## config.mk

```make
export PLATFORM = sky130hd
export DESIGN_NAME = lsb_first_bit_packer
export DESIGN_NICKNAME = d
export VERILOG_FILES = /design/src/bpk_pkg.sv /design/src/lsb_first_bit_packer.sv /design/src/bpk_shift_unit.sv
export SDC_FILE = /design/constraint.sdc
export NUM_CORES = 1
export LEC_CHECK = 0
export ABC_AREA = 1
export BUFFER_PORTS_ARGS = -buffer_cell sky130_fd_sc_hd__buf_2
export CAP_MARGIN = 5
export CORE_ASPECT_RATIO = 0.8
export CORE_MARGIN = 2
export CORE_UTILIZATION = 60
export CTS_CLUSTER_DIAMETER = 60
export DETAILED_ROUTE_END_ITERATION = 10
export PLACE_DENSITY_LB_ADDON = 0.05
export SLEW_MARGIN = 25
export SYNTH_ARGS = -nofsm -noshare
export SYNTH_HDL_FRONTEND = slang
export SYNTH_SLANG_ARGS = --single-unit
```

## constraint.sdc

```tcl
create_clock -name aclk -period 10.33 [get_ports aclk]
set_clock_uncertainty 0.1 [all_clocks]
set_input_delay 3.099 -clock aclk [delete_from_list [all_inputs] [get_ports aclk]]
set_output_delay 3.099 -clock aclk [all_outputs]
set_load 0.05 [all_outputs]
```

## src/bpk_pkg.sv

```systemverilog
// Shared types and constants for the LSB-first bit packer.
package bpk_pkg;

    // Default largest field length accepted before the count saturates.
    localparam int DEF_MAX_FIELD_BITS = 32;

    // Width of the hardware field path (field_value width).
    localparam int FIELD_W = 32;

    // Pending bits (up to 7) plus one full field.
    localparam int ACC_W = FIELD_W + 7;

    localparam int BYTE_W = 8;

    // Input kind carried in tuser.
    localparam logic FUNC_APPEND = 1'b0;
    localparam logic FUNC_FLUSH  = 1'b1;

    typedef enum logic [0:0] {
        ST_IDLE,
        ST_EMIT
    } bpk_state_t;

    // Controls from the sequencer to the shift unit.
    typedef struct packed {
        logic load;
        logic shift;
    } bpk_ctrl_t;

    // Status from the shift unit back to the sequencer.
    typedef struct packed {
        logic [5:0] n_eff;
        logic [2:0] load_bytes;
        logic [2:0] cur_bytes;
        logic [2:0] pend_count;
        logic [7:0] low_byte;
    } bpk_stat_t;

endpackage

```

## src/lsb_first_bit_packer.sv

```systemverilog
// Top level of the LSB-first variable-length bit packer.
//
//   Channel  Direction  tdata (low bit up)                  tuser / tlast
//   s_       in         field_value[31:0], bit_count[37:32]  tuser = func
//   m_       out        out_byte[7:0], bit_position[39:8]    tlast = last
//
// An input word is taken only while the sequencer is idle. An append or a
// flush then completes N bytes (0 to 4), and the shift unit hands one byte a
// cycle to the output register while that register can take it. A word that
// completes no byte leaves the sequencer idle.
// Reset is synchronous and active low; it clears the pending bits, the bit
// head and the output valid flag, but not the output byte, position or last flag.
// A stalled m_ side holds the byte in the output register and pauses the
// shifter; the last byte of a word may wait there while the next word is taken.
module lsb_first_bit_packer import bpk_pkg::*; #(
    parameter int MAX_FIELD_BITS = DEF_MAX_FIELD_BITS
) (
    input  logic        aclk,
    input  logic        aresetn,
    input  logic        s_tvalid,
    output logic        s_tready,
    input  logic [39:0] s_tdata,   // field_value[31:0], bit_count[37:32], zero pad
    input  logic        s_tuser,   // func: 0 append, 1 flush
    output logic        m_tvalid,
    input  logic        m_tready,
    output logic [39:0] m_tdata,   // out_byte[7:0], bit_position[39:8]
    output logic        m_tlast
);

    bpk_state_t state_reg, state_next;
    bpk_ctrl_t  ctrl;
    bpk_stat_t  stat;

    logic        s_fire;
    logic        out_load;

    logic [31:0] bit_head_reg, bit_head_next;
    logic        m_valid_reg, m_valid_next;
    logic [7:0]  m_byte_reg;
    logic        m_last_reg;
    logic [31:0] m_pos_reg;

    assign s_fire = s_tvalid && s_tready;

    // The shift unit doubles as the pending-bit store between words.
    bpk_shift_unit #(
        .MAX_FIELD_BITS (MAX_FIELD_BITS)
    ) u_shift (
        .aclk        (aclk),
        .aresetn     (aresetn),
        .ctrl        (ctrl),
        .func        (s_tuser),
        .field_value (s_tdata[31:0]),
        .bit_count   (s_tdata[37:32]),
        .stat        (stat)
    );

    always_ff @(posedge aclk) begin
        if (!aresetn) begin
            state_reg <= ST_IDLE;
        end else begin
            state_reg <= state_next;
        end
    end

    // Sequencer: load the accumulator on an accepted word, then shift one
    // byte out per cycle whenever the output register can take it.
    always_comb begin
        state_next = state_reg;
        s_tready   = 1'b0;
        out_load   = 1'b0;
        ctrl.load  = 1'b0;
        ctrl.shift = 1'b0;
        case (state_reg)
            ST_IDLE: begin
                s_tready  = 1'b1;
                ctrl.load = s_tvalid;
                if (s_tvalid && stat.load_bytes != 3'd0) begin
                    state_next = ST_EMIT;
                end
            end
            ST_EMIT: begin
                if (!m_valid_reg || m_tready) begin
                    out_load   = 1'b1;
                    ctrl.shift = 1'b1;
                    if (stat.cur_bytes == 3'd1) begin
                        state_next = ST_IDLE;
                    end
                end
            end
            default: begin
                state_next = ST_IDLE;
            end
        endcase
    end

    // The bit head counts appended bits only; flush padding is not counted.
    always_comb begin
        bit_head_next = bit_head_reg;
        if (s_fire && s_tuser == FUNC_APPEND) begin
            bit_head_next = bit_head_reg + 32'(stat.n_eff);
        end
    end

    always_comb begin
        m_valid_next = m_valid_reg;
        if (out_load) begin
            m_valid_next = 1'b1;
        end else if (m_tready) begin
            m_valid_next = 1'b0;
        end
    end

    always_ff @(posedge aclk) begin
        if (!aresetn) begin
            bit_head_reg <= 32'd0;
            m_valid_reg  <= 1'b0;
        end else begin
            bit_head_reg <= bit_head_next;
            m_valid_reg  <= m_valid_next;
        end
    end

    always_ff @(posedge aclk) begin
        if (out_load) begin
            m_byte_reg <= stat.low_byte;
            m_last_reg <= (stat.cur_bytes == 3'd1);
            m_pos_reg  <= bit_head_reg;
        end
    end

    assign m_tvalid = m_valid_reg;
    assign m_tdata  = {m_pos_reg, m_byte_reg};
    assign m_tlast  = m_last_reg;

`ifndef SYNTH
    // While emitting there is always at least one byte left in the shifter.
    a_emit_has_bytes: assert property (@(posedge aclk) disable iff (!aresetn)
        state_reg == ST_EMIT |-> stat.cur_bytes != 3'd0)
        else $error("emit state with no bytes left");

    // Back in idle, every completed byte has been handed out.
    a_idle_drained: assert property (@(posedge aclk) disable iff (!aresetn)
        state_reg == ST_IDLE |-> stat.cur_bytes == 3'd0)
        else $error("idle with bytes still pending");

    // Pending bits above the pending count stay zero, so a flush pads with zeros.
    a_pending_clean: assert property (@(posedge aclk) disable iff (!aresetn)
        state_reg == ST_IDLE |-> (stat.low_byte >> stat.pend_count) == 8'd0)
        else $error("stale bits above the pending count");

    // An append advances the bit head by the saturated field length.
    a_head_step: assert property (@(posedge aclk) disable iff (!aresetn)
        s_fire && s_tuser == FUNC_APPEND |=>
            bit_head_reg == $past(bit_head_reg) + 32'($past(stat.n_eff)))
        else $error("bit head did not advance by the field length");
`endif

endmodule

```

## src/bpk_shift_unit.sv

```systemverilog
// Accumulator and byte shifter that holds the pending bits of the packer.
module bpk_shift_unit import bpk_pkg::*; #(
    parameter int MAX_FIELD_BITS = DEF_MAX_FIELD_BITS
) (
    input  logic                aclk,
    input  logic                aresetn,
    input  bpk_ctrl_t           ctrl,
    input  logic                func,
    input  logic [FIELD_W-1:0]  field_value,
    input  logic [5:0]          bit_count,
    output bpk_stat_t           stat
);

    localparam int CAP = (MAX_FIELD_BITS < FIELD_W) ? MAX_FIELD_BITS : FIELD_W;
    localparam logic [5:0] CAP_N = 6'(CAP);

    logic [ACC_W-1:0]   acc_reg, acc_next;
    logic [2:0]         pc_reg, pc_next;
    logic [2:0]         bytes_reg, bytes_next;

    logic [5:0]         n_eff;
    logic [FIELD_W:0]   mask_wide;
    logic [FIELD_W-1:0] masked;
    logic [ACC_W-1:0]   shifted;
    logic [5:0]         total;
    logic [2:0]         load_bytes;

    always_comb begin
        n_eff     = (bit_count > CAP_N) ? CAP_N : bit_count;
        mask_wide = ((FIELD_W+1)'(1) << n_eff) - (FIELD_W+1)'(1);
        masked    = field_value & mask_wide[FIELD_W-1:0];
        shifted   = ACC_W'(masked) << pc_reg;
        total     = {3'b000, pc_reg} + n_eff;
        if (func == FUNC_FLUSH) begin
            load_bytes = (pc_reg != 3'd0) ? 3'd1 : 3'd0;
        end else begin
            load_bytes = total[5:3];
        end
    end

    always_comb begin
        acc_next   = acc_reg;
        pc_next    = pc_reg;
        bytes_next = bytes_reg;
        if (ctrl.load) begin
            bytes_next = load_bytes;
            if (func == FUNC_FLUSH) begin
                pc_next = 3'd0;
            end else begin
                acc_next = acc_reg | shifted;
                pc_next  = total[2:0];
            end
        end else if (ctrl.shift) begin
            acc_next   = acc_reg >> BYTE_W;
            bytes_next = bytes_reg - 3'd1;
        end
    end

    always_ff @(posedge aclk) begin
        if (!aresetn) begin
            acc_reg   <= '0;
            pc_reg    <= 3'd0;
            bytes_reg <= 3'd0;
        end else begin
            acc_reg   <= acc_next;
            pc_reg    <= pc_next;
            bytes_reg <= bytes_next;
        end
    end

    always_comb begin
        stat.n_eff      = n_eff;
        stat.load_bytes = load_bytes;
        stat.cur_bytes  = bytes_reg;
        stat.pend_count = pc_reg;
        stat.low_byte   = acc_reg[BYTE_W-1:0];
    end

endmodule
```

==> results.md <==
* Row cnt at 37
* Status: complete, no violations
* Cell taking the most area after synthesis: dfxtp_1
* Post-synth EDFFs at 41
* Buffers added on ports at 85
* Mapped Nets at 1,131
* Post-synthesis cell area at 7720 um^2
* CP max FO at 10
* Min-delay src: bit_head_reg[31]
* Clock-pin transition on the worst setup and hold timing paths at around 60 ps
* Power Density at approximately 160 nW/um^2
* Max-slew headroom at a little under two fifths
* Critical Path Sink Type: register
* Initial antenna violation count at 0
* Met2 usage at 43.1%
* Final min period at 6050 ps
* 1st-pass router iterations at 8
* DRT Wirelength at 21,800 um
* Reg2Reg Launch Point: state_reg
* Max FFs per register at 39
* Post-synthesis register bit count at 120
* CTS tree: done
* Layout cell share with drive strength beyond 1 at 16.9%
* DP HPWL at 15,700 um
* Die ar. at 13,800 um^2
* Final WS setup at between 4000 and 5000 ps
* Clk buf depth at 2
* # DRC at 0
* DR vias/cell at 5.81
* LEAKAGE at 3.77 nW
* Placed insts at 1,290
* HP Class: reg -> reg
* First DRT Iteration DRCs at between 800 and 900
* Max-cap violation count at 0
* WP data arrival at 6260 ps
* Vias in the first global route at between 6,000 and 7,000
* YS warnings at 0
* Ys flop type: dfxtp_1
* Die width at 131 um
* Crit path from: s_tdata[37]
* Total track usage at 32.2%
* Sequential Power Share at around 39%
* Mean Syn Cell Area at 7.20 um^2
* Combinational power share at between 20% and 30%
* Seq/Total Area, Yosys at 36.4%
* Area contributors post-synth: dfxtp_1 20%, edfxtp_1 16%, nand3_1 10%, nand2_1 8.9%, nor2_1 5.6%
* Clock power share at 39.1%
* Fin nets at 1,193
* CTS Buf Count at 17
* Endpoints failing hold at 0
* Async SR Flop Fraction at 0%
* Sw Ratio at 32.7%
* Wirelength per Cell at 16.5 um
* DP Worst Slack at 3880 ps
* Switching Power at between 0.4 and 0.5 mW
* Final period util at between 50% and 60%
* Antenna viol nets, final at 0
* Startpoint types: input pin
* Met1 Use GR at roughly half
* Syn Inst Count at 1,072
* H-tree depth at 4
* Postcts setup bufs at 0
* WS Path Type: in -> reg
* Synth cell types at 55
* IO Count at 88
* Hold buffers post-CTS at 0
* WP data required at about 11,000 ps
* Final core utilization at around two thirds
* Final Setup Violations at 0
* Slew Limit Fails at 0
* Int Pwr at 0.946 mW
* Most frequent cells after synthesis: 184 x nand2_1, 160 x nand3_1, 115 x nor2_1
* Final Non-Filler Cells at around 1,300
* Antenna fix cells at 0
* Die Y at 105 um
* Routability cong. at about 0.96
* GR Overflow Total at 0
* Share of the synthesized area in the top cell type at 20.5%
* Final setup TNS at 0 ps
* Highest Clock Rate at ~170 MHz
* Starting Density at 60.7%
* Core area at 12,700 um^2
* Unrepaired setup endpoints after global routing: no
* Most common cell in the netlist: nand2_1
* Worst-Skew Late Latency at 420 ps
* GR peak layer: met1
* Slew @ Worst Pin at a little over 900 ps
* Layout area overhead at 13.0%
* Clock Sinks at 120
* First-pass GRT wire length at 34,400 um
* Root Driver: clkbuf_16
* Max rail drop VDD at 110 uV
* Via count at 7,686
* Largest net degree at the start of global routing at 52
* Post-cts sizing count at 0
* Met3 Usage GRT at 9.54%
worst paths after layout:
kind / end / slack [ps] / depth (start not counted)
hold reg to reg: m_pos_reg[31] / 350 / 0
hold / removal: m_pos_reg[31] / 350 / 0
setup reg to reg: u_shift.acc_reg[32] / 6900 / 13
setup / recovery: bit_head_reg[28] / 4280 / 17
metal layers:
metal	vias up	wire length (um)
li1	3823	-
met1	3468	10500
met2	373	8840
met3	22	2270
met4	0	214
met5	-	0
layout make-up:
type                            count  area, um^2
Multi-Input combinational cell    798        4260
Fill cell                        1121        4010
Sequential cell                   120        2810
Timing Repair Buffer               91         470
Clock buffer                       18         429
Inverter                          106         410
Tap cell                          175         219
Clock inverter                     14         121
power by group through the flow:
stage | logic [mW] | registers, mW | clock network (mW)
finish | 0.312 | 0.544 | 0.550
global route | 0.342 | 0.548 | 0.577
CTS | 0.307 | 0.544 | 0.557
detailed placement | 0.305 | 0.553 | 0
global placement | 0.301 | 0.553 | 0
floorplan | 0.192 | 0.593 | 0
cell families (layout without fill, tap and decap cells):
group           Yosys count  after routing  synth area share, %
simple gates            594            594                 38.5
compound gates          180            180                 13.0
buf+inv                 154            229                 8.49
fa+ha+maj                14             14                 2.46
mux                       1              1                0.130
flops                   120            120                 36.4
xor+xnor                  9              9                 1.02
through the flow:
stage | power (mW) | hold WS [ps] | cell area [um^2]
floorplan | 0.784 | 308 | 7720
global placement | 0.854 | 315 | 8170
detailed placement | 0.859 | 331 | 8170
CTS | 1.41 | 350 | 8720
global route | 1.47 | 364 | 8720
finish | 1.41 | 345 | 8720
cell usage in the layout, fill, tap and decap left out, types with 11 or more instances in the layout:
master | synthesis | final
nor2_1 | 115 | 114
nand3_1 | 160 | 160
dfxtp_1 | 79 | 79
ha_1 | 12 | 12
nand2_1 | 184 | 184
inv_1 | 93 | 92
a21oi_1 | 72 | 72
o21ai_1 | 14 | 14
nand4_1 | 52 | 52
buf_2 | 10 | 85
o21ai_0 | 56 | 56
nor2_4 | 10 | 11
edfxtp_1 | 41 | 41
clkbuf_16 | 0 | 17
nor3_1 | 13 | 13
inv_2 | 11 | 12
worst max-delay path: stages:
cell and delay [ps]:
buf_2 270, nor2_1 320, ha_1 220, inv_1 50, fa_1 390, nand3b_1 170, nand2_1 120, nand2_1 70
nand2_1 60, a21oi_1 100, nor3_2 230, nand2_1 80, nor2_1 260, nand4_1 230, or2_2 360, o21ai_0 160
a21oi_1 50
Power figures use the tool's default switching activity.
